--- src/rtl/ilv_pkg.sv ---
// ----------------------------------------------------------------------------
// ilv_pkg
// Shared types and constants for the integer literal converter: request and
// result payloads, scan phase and radix codes, and the character codes used
// by the prefix and digit logic.
// ----------------------------------------------------------------------------
package ilv_pkg;

  // Default width of the signed value range (the largest value is 2^(n-1)-1).
  localparam int unsigned VALUE_BITS_DEF = 64;

  // Fixed width of the value field on the result channel.
  localparam int unsigned VALUE_W = 63;

  // Character codes.
  localparam logic [7:0] CH_ZERO  = 8'h30;  // '0'
  localparam logic [7:0] CH_ONE   = 8'h31;  // '1'
  localparam logic [7:0] CH_SEVEN = 8'h37;  // '7'
  localparam logic [7:0] CH_NINE  = 8'h39;  // '9'
  localparam logic [7:0] CH_UA    = 8'h41;  // 'A'
  localparam logic [7:0] CH_UF    = 8'h46;  // 'F'
  localparam logic [7:0] CH_UX    = 8'h58;  // 'X'
  localparam logic [7:0] CH_USCORE = 8'h5F; // '_'
  localparam logic [7:0] CH_LA    = 8'h61;  // 'a'
  localparam logic [7:0] CH_LB    = 8'h62;  // 'b'
  localparam logic [7:0] CH_LF    = 8'h66;  // 'f'
  localparam logic [7:0] CH_LX    = 8'h78;  // 'x'

  // Scan phase of the literal.
  typedef enum logic [1:0] {
    PH_FIRST = 2'd0,  // first character expected
    PH_ZERO  = 2'd1,  // a leading '0' has been seen
    PH_CONV  = 2'd2,  // converting digits
    PH_STOP  = 2'd3   // conversion stopped, waiting for the last character
  } phase_t;

  // Number base.
  typedef enum logic [1:0] {
    RX_DEC = 2'd0,
    RX_HEX = 2'd1,
    RX_OCT = 2'd2,
    RX_BIN = 2'd3
  } radix_t;

  // One character request.
  typedef struct packed {
    logic [7:0] char_in;
    logic       last_char;
  } in_req_t;

  // One conversion result.
  typedef struct packed {
    logic [VALUE_W-1:0] value;
    logic               overflowed;
  } out_res_t;

  // Character classification for the current base.
  typedef struct packed {
    logic       is_skip;   // underscore separator
    logic       is_digit;  // valid digit of the base
    logic [3:0] digit;     // digit value when is_digit is set
  } digit_info_t;

endpackage

--- src/rtl/ilv_digit.sv ---
// ----------------------------------------------------------------------------
// ilv_digit
// Classifies one character against a number base: separator, digit with its
// value, or a character that ends the conversion.
// ----------------------------------------------------------------------------
module ilv_digit (
  input  logic [7:0]           char_in,
  input  ilv_pkg::radix_t      radix,
  output ilv_pkg::digit_info_t info
);

  logic       is_dec;
  logic       is_lhex;
  logic       is_uhex;
  logic [7:0] dec_off;
  logic [7:0] lhex_off;
  logic [7:0] uhex_off;

  // Range checks and offsets used by the digit selection below.
  always_comb begin
    is_dec   = (char_in >= ilv_pkg::CH_ZERO) && (char_in <= ilv_pkg::CH_NINE);
    is_lhex  = (char_in >= ilv_pkg::CH_LA) && (char_in <= ilv_pkg::CH_LF);
    is_uhex  = (char_in >= ilv_pkg::CH_UA) && (char_in <= ilv_pkg::CH_UF);
    dec_off  = char_in - ilv_pkg::CH_ZERO;
    lhex_off = char_in - ilv_pkg::CH_LA + 8'd10;
    uhex_off = char_in - ilv_pkg::CH_UA + 8'd10;
  end

  // Digit value for the selected base.
  always_comb begin
    info.is_skip  = (char_in == ilv_pkg::CH_USCORE);
    info.is_digit = 1'b0;
    info.digit    = dec_off[3:0];
    case (radix)
      ilv_pkg::RX_HEX: begin
        if (is_dec) begin
          info.is_digit = 1'b1;
        end else if (is_lhex) begin
          info.is_digit = 1'b1;
          info.digit    = lhex_off[3:0];
        end else if (is_uhex) begin
          info.is_digit = 1'b1;
          info.digit    = uhex_off[3:0];
        end
      end
      ilv_pkg::RX_OCT: begin
        info.is_digit = (char_in >= ilv_pkg::CH_ZERO) && (char_in <= ilv_pkg::CH_SEVEN);
      end
      ilv_pkg::RX_BIN: begin
        info.is_digit = (char_in == ilv_pkg::CH_ZERO) || (char_in == ilv_pkg::CH_ONE);
      end
      default: begin
        info.is_digit = is_dec;
      end
    endcase
  end

endmodule

--- src/rtl/ilv_core.sv ---
// ----------------------------------------------------------------------------
// ilv_core
// Scan state of the literal: prefix detection, base selection, and the
// multiply-add of each digit with an exact overflow check. Gives the result
// that the current character would produce if it were the last one.
// ----------------------------------------------------------------------------
module ilv_core #(
  parameter int unsigned VALUE_BITS = ilv_pkg::VALUE_BITS_DEF
) (
  input  logic              clk,
  input  logic              rst_n,
  input  logic              step,
  input  logic [7:0]        char_in,
  input  logic              last_char,
  output ilv_pkg::out_res_t res
);

  localparam int unsigned AW = VALUE_BITS - 1;  // accumulator never exceeds 2^AW-1
  localparam int unsigned PW = AW + 4;          // room for acc*16 + 15

  ilv_pkg::phase_t      phase_r, phase_nxt;
  ilv_pkg::phase_t      phase_pre;
  ilv_pkg::radix_t      radix_r, radix_nxt;
  ilv_pkg::radix_t      eff_rx;
  logic [AW-1:0]        acc_r, acc_nxt;
  logic                 ovf_r, ovf_nxt;
  logic                 do_conv;
  logic [PW-1:0]        acc_ext;
  logic [PW-1:0]        scaled;
  logic                 over;
  ilv_pkg::digit_info_t dig;

  ilv_digit u_digit (
    .char_in (char_in),
    .radix   (eff_rx),
    .info    (dig)
  );

  // Prefix handling: pick the base in force for this character and whether
  // the character goes to the converter.
  always_comb begin
    eff_rx    = radix_r;
    do_conv   = 1'b0;
    phase_pre = phase_r;
    case (phase_r)
      ilv_pkg::PH_FIRST: begin
        eff_rx = ilv_pkg::RX_DEC;
        if (char_in == ilv_pkg::CH_ZERO) begin
          phase_pre = ilv_pkg::PH_ZERO;
        end else begin
          phase_pre = ilv_pkg::PH_CONV;
          do_conv   = 1'b1;
        end
      end
      ilv_pkg::PH_ZERO: begin
        phase_pre = ilv_pkg::PH_CONV;
        if ((char_in == ilv_pkg::CH_LX) || (char_in == ilv_pkg::CH_UX)) begin
          eff_rx = ilv_pkg::RX_HEX;
        end else if (char_in == ilv_pkg::CH_LB) begin
          eff_rx = ilv_pkg::RX_BIN;
        end else if ((char_in >= ilv_pkg::CH_ZERO) && (char_in <= ilv_pkg::CH_SEVEN)) begin
          eff_rx  = ilv_pkg::RX_OCT;
          do_conv = 1'b1;
        end else begin
          eff_rx  = ilv_pkg::RX_DEC;
          do_conv = 1'b1;
        end
      end
      ilv_pkg::PH_CONV: begin
        do_conv = 1'b1;
      end
      default: begin
        do_conv = 1'b0;
      end
    endcase
  end

  // Multiply by the base with shifts, add the digit, and compare against the
  // largest signed value.
  always_comb begin
    acc_ext = PW'(acc_r);
    case (eff_rx)
      ilv_pkg::RX_HEX: scaled = acc_ext << 4;
      ilv_pkg::RX_OCT: scaled = acc_ext << 3;
      ilv_pkg::RX_BIN: scaled = acc_ext << 1;
      default:         scaled = (acc_ext << 3) + (acc_ext << 1);
    endcase
    scaled = scaled + PW'(dig.digit);
    over   = scaled > {4'b0000, {AW{1'b1}}};
  end

  // Next phase, accumulator and overflow flag.
  always_comb begin
    phase_nxt = phase_pre;
    acc_nxt   = acc_r;
    ovf_nxt   = ovf_r;
    radix_nxt = eff_rx;
    if (do_conv && !dig.is_skip) begin
      if (!dig.is_digit) begin
        phase_nxt = ilv_pkg::PH_STOP;
      end else if (over) begin
        acc_nxt   = '0;
        ovf_nxt   = 1'b1;
        phase_nxt = ilv_pkg::PH_STOP;
      end else begin
        acc_nxt = scaled[AW-1:0];
      end
    end
    res.overflowed = ovf_nxt;
    res.value      = ovf_nxt ? '0 : ilv_pkg::VALUE_W'(acc_nxt);
  end

  // State registers; the last character returns the scan to its start.
  always_ff @(posedge clk) begin
    if (!rst_n) begin
      phase_r <= ilv_pkg::PH_FIRST;
      radix_r <= ilv_pkg::RX_DEC;
      acc_r   <= '0;
      ovf_r   <= 1'b0;
    end else if (step) begin
      if (last_char) begin
        phase_r <= ilv_pkg::PH_FIRST;
        radix_r <= ilv_pkg::RX_DEC;
        acc_r   <= '0;
        ovf_r   <= 1'b0;
      end else begin
        phase_r <= phase_nxt;
        radix_r <= radix_nxt;
        acc_r   <= acc_nxt;
        ovf_r   <= ovf_nxt;
      end
    end
  end

endmodule

--- src/rtl/integer_literal_to_value.sv ---
// ----------------------------------------------------------------------------
// integer_literal_to_value
// Converts an integer literal, one character per request, into its value.
// "0x"/"0X" selects hex, "0b" binary, a leading '0' then 0-7 octal, else
// decimal. Underscores are skipped; a value beyond the signed maximum gives 0
// with the overflow flag set. One result is given per request marked last.
//
//   channel | direction | payload   | handshake
//   --------+-----------+-----------+------------------------------
//   in_     | input     | in_req_t  | in_valid / in_stall
//   out_    | output    | out_res_t | out_valid / out_stall
//
// One character request is taken every cycle while in_stall is low. A request
// is held in the input register, then updates the scan state, and a last
// request loads the result register as it does so. Reset returns the scan to
// the first character and empties both registers. in_stall rises only while a
// last request waits behind a held result; other requests pass regardless of
// out_stall.
// ----------------------------------------------------------------------------
module integer_literal_to_value #(
  parameter int unsigned VALUE_BITS = ilv_pkg::VALUE_BITS_DEF
) (
  input  logic              clk,
  input  logic              rst_n,
  input  logic              in_valid,
  output logic              in_stall,
  input  ilv_pkg::in_req_t  in_req,
  output logic              out_valid,
  input  logic              out_stall,
  output ilv_pkg::out_res_t out_res
);

  logic              req_valid_r;
  ilv_pkg::in_req_t  req_r;
  logic              res_valid_r;
  ilv_pkg::out_res_t res_r;
  ilv_pkg::out_res_t res_nxt;
  logic              res_free;
  logic              step;

  // Flow control: a non-last request always moves on, a last one needs room.
  always_comb begin
    res_free = !res_valid_r || !out_stall;
    step     = req_valid_r && (!req_r.last_char || res_free);
    in_stall = req_valid_r && !step;
  end

  // Input register.
  always_ff @(posedge clk) begin
    if (!rst_n) begin
      req_valid_r <= 1'b0;
    end else if (!in_stall) begin
      req_valid_r <= in_valid;
    end
  end

  always_ff @(posedge clk) begin
    if (!in_stall && in_valid) begin
      req_r <= in_req;
    end
  end

  ilv_core #(
    .VALUE_BITS (VALUE_BITS)
  ) u_core (
    .clk       (clk),
    .rst_n     (rst_n),
    .step      (step),
    .char_in   (req_r.char_in),
    .last_char (req_r.last_char),
    .res       (res_nxt)
  );

  // Result register.
  always_ff @(posedge clk) begin
    if (!rst_n) begin
      res_valid_r <= 1'b0;
    end else if (res_free) begin
      res_valid_r <= step && req_r.last_char;
    end
  end

  always_ff @(posedge clk) begin
    if (res_free && step && req_r.last_char) begin
      res_r <= res_nxt;
    end
  end

  assign out_valid = res_valid_r;
  assign out_res   = res_r;

endmodule

--- config.mk ---
export PLATFORM = sky130hd
export DESIGN_NAME = integer_literal_to_value
export DESIGN_NICKNAME = d
export VERILOG_FILES = /design/src/rtl/ilv_pkg.sv /design/src/rtl/ilv_digit.sv /design/src/rtl/ilv_core.sv /design/src/rtl/integer_literal_to_value.sv
export SDC_FILE = /design/constraint.sdc
export NUM_CORES = 1
export LEC_CHECK = 0
export BUFFER_PORTS_ARGS = -buffer_cell sky130_fd_sc_hd__buf_2
export CORE_MARGIN = 8
export CORE_UTILIZATION = 34
export CTS_CLUSTER_DIAMETER = 200
export CTS_CLUSTER_SIZE = 10
export DETAILED_ROUTE_END_ITERATION = 12
export REMOVE_ABC_BUFFERS = 1
export SLEW_MARGIN = 20
export SYNTH_ARGS = -nofsm -noshare
export SYNTH_HDL_FRONTEND = slang
export SYNTH_HIERARCHICAL = 1
export SYNTH_SLANG_ARGS = --single-unit
--- constraint.sdc ---
create_clock -name clk -period 14.03 [get_ports clk]
set_clock_uncertainty 0.15 [all_clocks]
set_input_delay 1.403 -clock clk [delete_from_list [all_inputs] [get_ports clk]]
set_output_delay 1.403 -clock clk [all_outputs]
set_load 0.02 [all_outputs]
Word-level counts from Yosys, hierarchy flattened
Index checks and enable logic that the tools add are counted.
{ "word_totals": {"register_bits": 143, "inputBits": 13, "output_inout_bits": 66} }
{ "op_classes": {"n_addsub": 7, "order_cmp": 8, "eq_ne": 11, "n_mux": 30, "reduce_logical": 22} }
{ "op_table": {"columns": ["op", "count"], "rows": [
  ["$mux W63", 4],
  ["$pmux W67 S3", 1],
  ["$add A66 B64 Y67", 1],
  ["$add A67 B4 Y67", 1],
  ["$gt A67 B63 Y1 const B", 1],
  ["$eq A8 B7 Y1 const B", 4],
  ["$mux W2", 9],
  ["$eq A8 B6 Y1 const B", 2],
  ["$ge A8 B7 Y1 const B", 2],
  ["$le A8 B6 Y1 const B", 2],
  ["$le A8 B7 Y1 const B", 2],
  ["$sub A4 B1 Y4 const B", 3],
  ["$logic_and A1 B1 Y1", 11],
  ["$mux W5", 2],
  ["$add A4 B4 Y4 const B", 2],
  ["$ge A8 B6 Y1 const B", 1],
  ["$mux W1", 8],
  ["$mux W4", 2],
  ["$pmux W2 S2", 2],
  ["$eq A2 B2 Y1 const B", 3],
  ["$logic_not A1 Y1", 6],
  ["$pmux W1 S3", 2],
  ["$eq A2 B1 Y1 const B", 2],
  ["$logic_or A1 B1 Y1", 4],
  ["$logic_not A2 Y1", 1]
]} }

Depth between registers and ports, before layout
Gate-level depths: netlist of run 1.
{ "depth": {"depth_word": 14, "mapped_depth": 28} }

Cells and area by module
Netlist of run 1, hierarchy kept.
{ "modules_own_cells": {"columns": ["mod", "instances", "cells_each", "area_per_inst_um2", "seq_area_each_um2"], "rows": [
  ["ilv_core", 1, 1599, 11532.3, 1361.3],
  ["integer_literal_to_value", 1, 84, 2287.2, 2232.1],
  ["ilv_digit", 1, 40, 300.3, 0.0]
]} }

Worst setup path after synthesis of run 1
OpenSTA, ideal clock, no wires.
{ "synth_path": {"kind": "reg2reg", "startpoint": "reg req_r[3] (netlist name)", "endpoint": "reg res_r, in the netlist out_res[55], data pin", "setup_time_ns": 0.257, "arrival_ns": 6.044, "required_time_ns": 13.623, "path_slack_ns": 7.579, "path_stages_with_launch": 27, "path_buffers": 6, "synth_period_minus_slack_ns": 6.451, "cell_sequence": "edfxtp_1 or4b_4 a211oi_2 nor2_1 inv_2 buf_2 buf_1 clkbuf_1 clkbuf_1 nor2b_1 nand4b_4 a21oi_1 ha_1 inv_1 fa_1 inv_1 a21o_1 nand4_1 nor4b_4 nand2_1 nor3_2 nand4_2 o211a_1 o22a_2 buf_6 buf_6 a32o_1"} }
{ "synth_rtl": {"columns": ["element", "line_no", "rtl"], "rows": [
  ["from (decl)", "integer_literal_to_value.sv:34", "ilv_pkg::in_req_t req_r;"],
  ["from (signal assigned)", "integer_literal_to_value.sv:59", "req_r <= in_req;"],
  ["to (signal assigned)", "integer_literal_to_value.sv:85", "res_r <= res_nxt;"],
  ["to (decl)", "integer_literal_to_value.sv:36", "ilv_pkg::out_res_t res_r;"]
]} }

==> results.md, run 1 <==
* CP max-delay cell: inv_2
* Count of cell types in the netlist at 109
* Post-CTS setup buffer count at 0
* Final Util at 37.9%
* Final nets at 1813
* Number of sinks driven by the clock tree at 143
* Crit path DAT at 8.83 ns
* Share of cells above drive strength 1 at 11.1%
* Final setup viols at 0
* First-pass GRT wire length at 84400 um
* Worst Setup End Kind: flop
* Power density cells at 66.5 nW/um^2
* Layout area overhead at 9.77%
* Seq/Total Area, Yosys at 25.4%
* CP max FO at 62
* Post-DR vias/cell at 6.54
* Hold buffers post-CTS at 0
* GR Util All Layers at 22.2%
* Filler cells at 4284
* Slew Viols, Final at 0
* Status: complete, no violations
* GRT Residual Overflow at 0
* Mean Syn Cell Area at 8.19 sq um
* Design Power at 1030 uW
* Root buffer cell: clkbuf_16
* Core Area at 40900 sq um
* Input/output buffers at 78
* Hpwl dp at 40700 um
* Worst slew margin at 26.8%
* Peak supply drop at 0.0866 mV
* P_leak at 0.00556 uW
* CTS Buffer Depth at 2
* Max Clock Freq at 115 MHz
* DR pass1 iterations at 6
* H-Tree Depth at 4
* Worst Path Required at 14.20 ns
* Crit path top cell by count: buf_4
* Num rows at 74
* Warnings from Yosys at 6
* Mapped cell area at 14100 sq um
* Post-CTS sizing at 0
* CP Buf/Inv Count at 6
* Gpl congestion at 0.975
* Clock-pin slew on the worst setup and hold paths at 0.07 ns
* Tcrit/Tclk final at 61.7%
* Critical path class: flop to flop
* Storage element area at 3590 sq um
* Setup_tns at 0 ns
* CTS tree: yes
* Endpoints failing hold at 0
* I/O pin count at 79
* Number of CTS-inserted buffers at 17
* Drt drc at 0
* Routed wire per std cell at 24.1 um
* WHS at 0.410 ns
* Multi-input gate area at 9870 sq um
* Top Family by Delay on Critical Path: simple AND/OR/NAND/NOR gates
* Initial Util at 34.5%
* Via count at 14900
* Die width at 220 um
* RSZ-0062 raised after global routing: no
* Clock Latency Late Sink at 0.46 ns
* Largest net degree at the start of global routing at 63
* CP peak stage delay at 0.71 ns
* Hold Crit Class: flop to flop
* Worst path cell trace: or4b_4, o22ai_2, a21oi_4, buf_4, inv_2, buf_4, nor2b_1, nand4b_4, nor3_1, a21oi_1, ha_1, inv_1, fa_1, inv_1, a21o_1, nand4_1, nor4b_4, nand2_1, nor3_2, nand4_2, a2111oi_4, o22a_4, buf_4, a32o_1
* Final wirelength at 54900 um
* Fin crit period at 8.66 ns
* Fraction of registers with async set/reset at 0%
* Die height at 220 um
* Post-synthesis register bit count at 143
* DR iter-0 viols at 1436
* Post-DRT Antenna Nets at 0
* Initial antenna violation count at 2
* Number of flops mapped to enable cells by yosys at 73
* Cell count after synthesis at 1723
* Maxcap violations at 0
* Worst-Margin Slew at 1.07 ns
* Antenna diodes at 0
* Die area at 48300 sq um
* Primary FF master, synth: edfxtp_1
* Vias in the first global route at 14300
* Setup crit start kind: flop
==> path summary, 6_finish.rpt <==
| check | slack, ns | endpoint | from | depth (start not counted) |
|---|---|---|---|---|
| hold / removal | 0.41 | out_valid$_SDFFE_PN0P_ | out_valid$_SDFFE_PN0P_ | 2 |
| setup reg to reg | 5.37 | out_res[34]$_DFFE_PP_ | req_r[3]$_DFFE_PP_ | 24 |
| hold reg to reg | 0.41 | out_valid$_SDFFE_PN0P_ | out_valid$_SDFFE_PN0P_ | 2 |
| setup / recovery | 5.37 | out_res[34]$_DFFE_PP_ | req_r[3]$_DFFE_PP_ | 24 |
==> worst min-delay path, delay by kind of cell (launching register included) <==
kind,cells,cell delay (ns)
DFF,1,0.37
AOI/OAI and AO/OA,1,0.07
and+or+nand+nor,1,0.07
==> cell families after synthesis <==
| group | synth area share, % |
|---|---|
| xor gates and xnor gates | 4.47 |
| adders and majority gates | 6.31 |
| DFF | 25.4 |
| AOI/OAI and AO/OA | 31.9 |
| muxes | 3.84 |
| buffers and inverters | 5.02 |
| and+or+nand+nor | 23.1 |
==> placed cells by master (no fill, tap or decap), drive strengths merged, types with 7 or more instances in the layout <==
master / synthesis / layout
a21oi: 119 / 119
dfxtp: 70 / 70
nand2b: 14 / 14
nor2b: 11 / 11
o2bb2ai: 7 / 7
a211oi: 28 / 28
ha: 68 / 68
a2111oi: 9 / 9
clkbuf: 65 / 17
a21o: 28 / 28
o21ai: 109 / 109
nand2: 190 / 190
buf: 48 / 101
or3: 21 / 21
nand4b: 8 / 8
nor3: 44 / 44
xnor2: 34 / 34
o21a: 15 / 15
o22ai: 12 / 12
o31ai: 12 / 12
nor4: 18 / 18
o211ai: 23 / 23
nand4: 52 / 52
a32o: 119 / 119
a32oi: 8 / 8
mux2i: 47 / 47
inv: 29 / 34
and2: 10 / 10
a221o: 7 / 7
and3: 20 / 20
a31oi: 24 / 24
nor3b: 9 / 9
nor2: 151 / 151
xor2: 38 / 38
a221oi: 8 / 8
edfxtp: 73 / 73
nand3: 51 / 51
or4: 9 / 9
a22oi: 7 / 7
==> stage by stage <==
| step | instance area (sq um) | cells | setup slack (ns) |
|---|---|---|---|
| after global placement | 14800 | 2242 | 5.73 |
| after CTS | 15500 | 2274 | 5.41 |
| after floorplan | 13500 | 1610 | 4.91 |
| after global routing | 15500 | 2275 | 4.94 |
| after detailed placement | 14800 | 2242 | 5.48 |
| final | 15500 | 2275 | 5.37 |
==> sequential cells by signal, indices dropped and copies added (netlist names) <==
register and flops:
req_r 9, out_valid 1, u_core/radix_r 2, out_res 64, req_valid_r 1, u_core/ovf_r 1
u_core/phase_r 2, u_core/acc_r 63
==> report_power, final <==
part	internal (uW)	switching [uW]
logic	11.9	29.5
clock network	336	205
registers	444	4.87
==> cell type report <==
class,instances,share of cell area (%)
flip-flops and latches,143,23.2
clock inverters,15,1.64
inverters,29,0.702
multi-input cells,1438,63.7
well taps,532,4.29
repair buffers,101,3.76
clock buffers,17,2.74
==> synthesized netlist by cell type, drive strengths merged, types with 23 or more instances <==
| cell | instances | area [sq um] |
|---|---|---|
| a211oi | 28 | 235 |
| a21o | 28 | 210 |
| a21oi | 119 | 599 |
| a31oi | 24 | 156 |
| a32o | 119 | 1190 |
| buf | 48 | 357 |
| clkbuf | 65 | 244 |
| dfxtp | 70 | 1400 |
| edfxtp | 73 | 2190 |
| ha | 68 | 851 |
| inv | 29 | 109 |
| mux2i | 47 | 474 |
| nand2 | 190 | 713 |
| nand3 | 51 | 255 |
| nand4 | 52 | 338 |
| nor2 | 151 | 574 |
| nor3 | 44 | 225 |
| o211ai | 23 | 173 |
| o21ai | 109 | 549 |
| xnor2 | 34 | 298 |
| xor2 | 38 | 333 |
==> per-layer routing <==
layer	share of wire (%)	vias to the layer above	track usage, %
met5	0.024	-	0
met1	45	7301	30.1
met3	7.0	108	3.73
met2	44	649	34.4
met4	3.9	2	9.88
li1	-	6816	-
Note: power is estimated with default switching activity, not from simulation.
==> run 2: changes to the inputs <==
==> constraint.sdc (replaced) <==
create_clock -name clk -period 8.9 [get_ports clk]
set_clock_uncertainty 0.15 [all_clocks]
set_input_delay 0.89 -clock clk [delete_from_list [all_inputs] [get_ports clk]]
set_output_delay 0.89 -clock clk [all_outputs]
set_load 0.02 [all_outputs]
==> results.md, run 2 (synthesis gave the netlist of run 1 again) <==
* Status: complete, no violations
* Root buffer cell: clkbuf_16
* Power density cells at 100 nW/um^2
* Logic pwr share at 4.2%
* Sw Share at 23.5%
* Die height at 220 um
* CTS tree: yes
* Final Util at 37.9%
* Setup WS post-layout at 1.58 ns
* Final cell count without fillers at 2280
* CP peak stage delay at 0.68 ns
* Crit path top cell by count: buf_4
* Initial antenna violation count at 0
* Share of cells above drive strength 1 at 11.4%
* Worst Setup End Kind: flop
* Crit path DAT at 7.50 ns
* Hold buffers post-CTS at 0
* CP max FO at 62
* Setup crit start kind: flop
* CP max-delay cell: a211oi_2
* Worst slew margin at 27.3%
* GR Util All Layers at 21.4%
* Tcrit/Tclk final at 82.2%
* Largest net degree at the start of global routing at 63
* Hold Crit Class: flop to flop
* First-pass GRT wire length at 82100 um
* Final nets at 1818
* Number of sinks driven by the clock tree at 143
* Input/output buffers at 78
* Post-Place Setup Slack at 1.67 ns
* GRT Residual Overflow at 0
* Storage element area at 3590 sq um
* Post-CTS sizing at 0
* Gpl congestion at 1.02
* Largest register FFs at 64
* Number of CTS-inserted buffers at 17
* DR pass1 iterations at 8
* Post-CTS setup buffer count at 0
* Post-DRT Antenna Nets at 0
* Switching power at 365 uW
* Routed wire per std cell at 22.9 um
* Vias in the first global route at 14200
* CP Buf/Inv Count at 4
* Clock power share at 50.3%
* Post-DR vias/cell at 6.42
* Worst Path Required at 9.08 ns
* Antenna diodes at 0
* Placed Cells at 2248
* P_leak at 0.00558 uW
* Reg-to-reg critical path startpoint: req_r[3]$_DFFE_PP_
* Worst path cell trace: or4b_4, a211oi_2, nor2_4, buf_4, nand2_1, buf_4, buf_4, nor3_1, a211oi_2, and4_1, nand4bb_1, a2111oi_0, nand4_2, a2111oi_4, o22a_4, buf_12, a32o_1
* Die area at 48300 sq um
* I/O pin count at 79
* CTS Buffer Depth at 2
* Core Area at 40900 sq um
* Top Family by Delay on Critical Path: compound AO/OA/AOI/OAI gates
* Num rows at 74
* Maxcap violations at 0
* Fin crit period at 7.32 ns
* Slew Viols, Final at 0
* Final wirelength at 52300 um
* Commonest non-fill, non-tap cell in the layout: nand2_1
* RSZ-0062 raised after global routing: no
* Sequential power share at 45.5%
* Setup_tns at 0 ns
* Int Power at 1190 uW
* Hpwl dp at 39200 um
* Peak supply drop at 0.131 mV
* Layout area overhead at 9.79%
* Crit path from: req_r[3]$_DFFE_PP_
* Commonest cells after routing, fill and taps aside: nand2_1 (190), nor2_1 (145), a32o_1 (119)
* Clock Latency Late Sink at 0.47 ns
* DR iter-0 viols at 1433
* Worst hold start: out_valid$_SDFFE_PN0P_
* Multi-input gate area at 9870 sq um
* WHS at 0.406 ns
* Final setup viols at 0
* Die width at 220 um
* Max Clock Freq at 137 MHz
* Critical path class: flop to flop
* Drt drc at 0
* Initial Util at 34.5%
* Clock-pin slew on the worst setup and hold paths at 0.07 ns
* H-Tree Depth at 4
* Via count at 14600
* Worst-Margin Slew at 1.09 ns
* Filler cells at 4263
* Endpoints failing hold at 0
[run 2: worst min-delay path: cells and delay by family, from the launching register on]
| kind | cells | cell delay (ns) |
|---|---|---|
| flip-flops | 1 | 0.37 |
| AND/OR/NAND/NOR | 1 | 0.07 |
| AO/OA/AOI/OAI | 1 | 0.07 |
[run 2: power groups by stage]
stage               combinational, uW  clock (uW)  sequential, uW
finish                           65.1         783             707
global route                     69.9         825             708
CTS                              65.7         806             707
detailed placement               65.4           0             721
global placement                 63.9           0             722
floorplan                        29.7           0             729
[run 2: path summary, 6_finish.rpt]
path                                               end  slack [ns]  cells past startpoint
worst max register to register   out_res[31]$_DFFE_PP_        1.58                     17
worst min register to register  out_valid$_SDFFE_PN0P_        0.41                      2
worst max-delay path             out_res[31]$_DFFE_PP_        1.58                     17
worst min-delay path            out_valid$_SDFFE_PN0P_        0.41                      2
[run 2: layout make-up]
cell class	instances	share of cell area, %
Clock buffer	17	2.74
Clock inverter	15	1.34
Inverter	29	0.702
Multi-Input combinational cell	1438	63.7
Sequential cell	143	23.2
Tap cell	532	4.29
Timing Repair Buffer	106	4.08
[run 2: stage by stage]
| stage | power (uW) | area [sq um] |
|---|---|---|
| 2_1_floorplan | 759 | 13500 |
| 3_3_place_gp | 785 | 14800 |
| 3_5_place_dp | 787 | 14900 |
| 4_1_cts | 1580 | 15500 |
| 5_1_grt | 1600 | 15500 |
| 6_report | 1560 | 15500 |
[run 2: layer usage]
layer  routed length [um]  GRT usage (%)
met5                    0              0
met4                 2000           8.97
met3                 3950           3.89
met2                23200           33.6
met1                23200           28.5
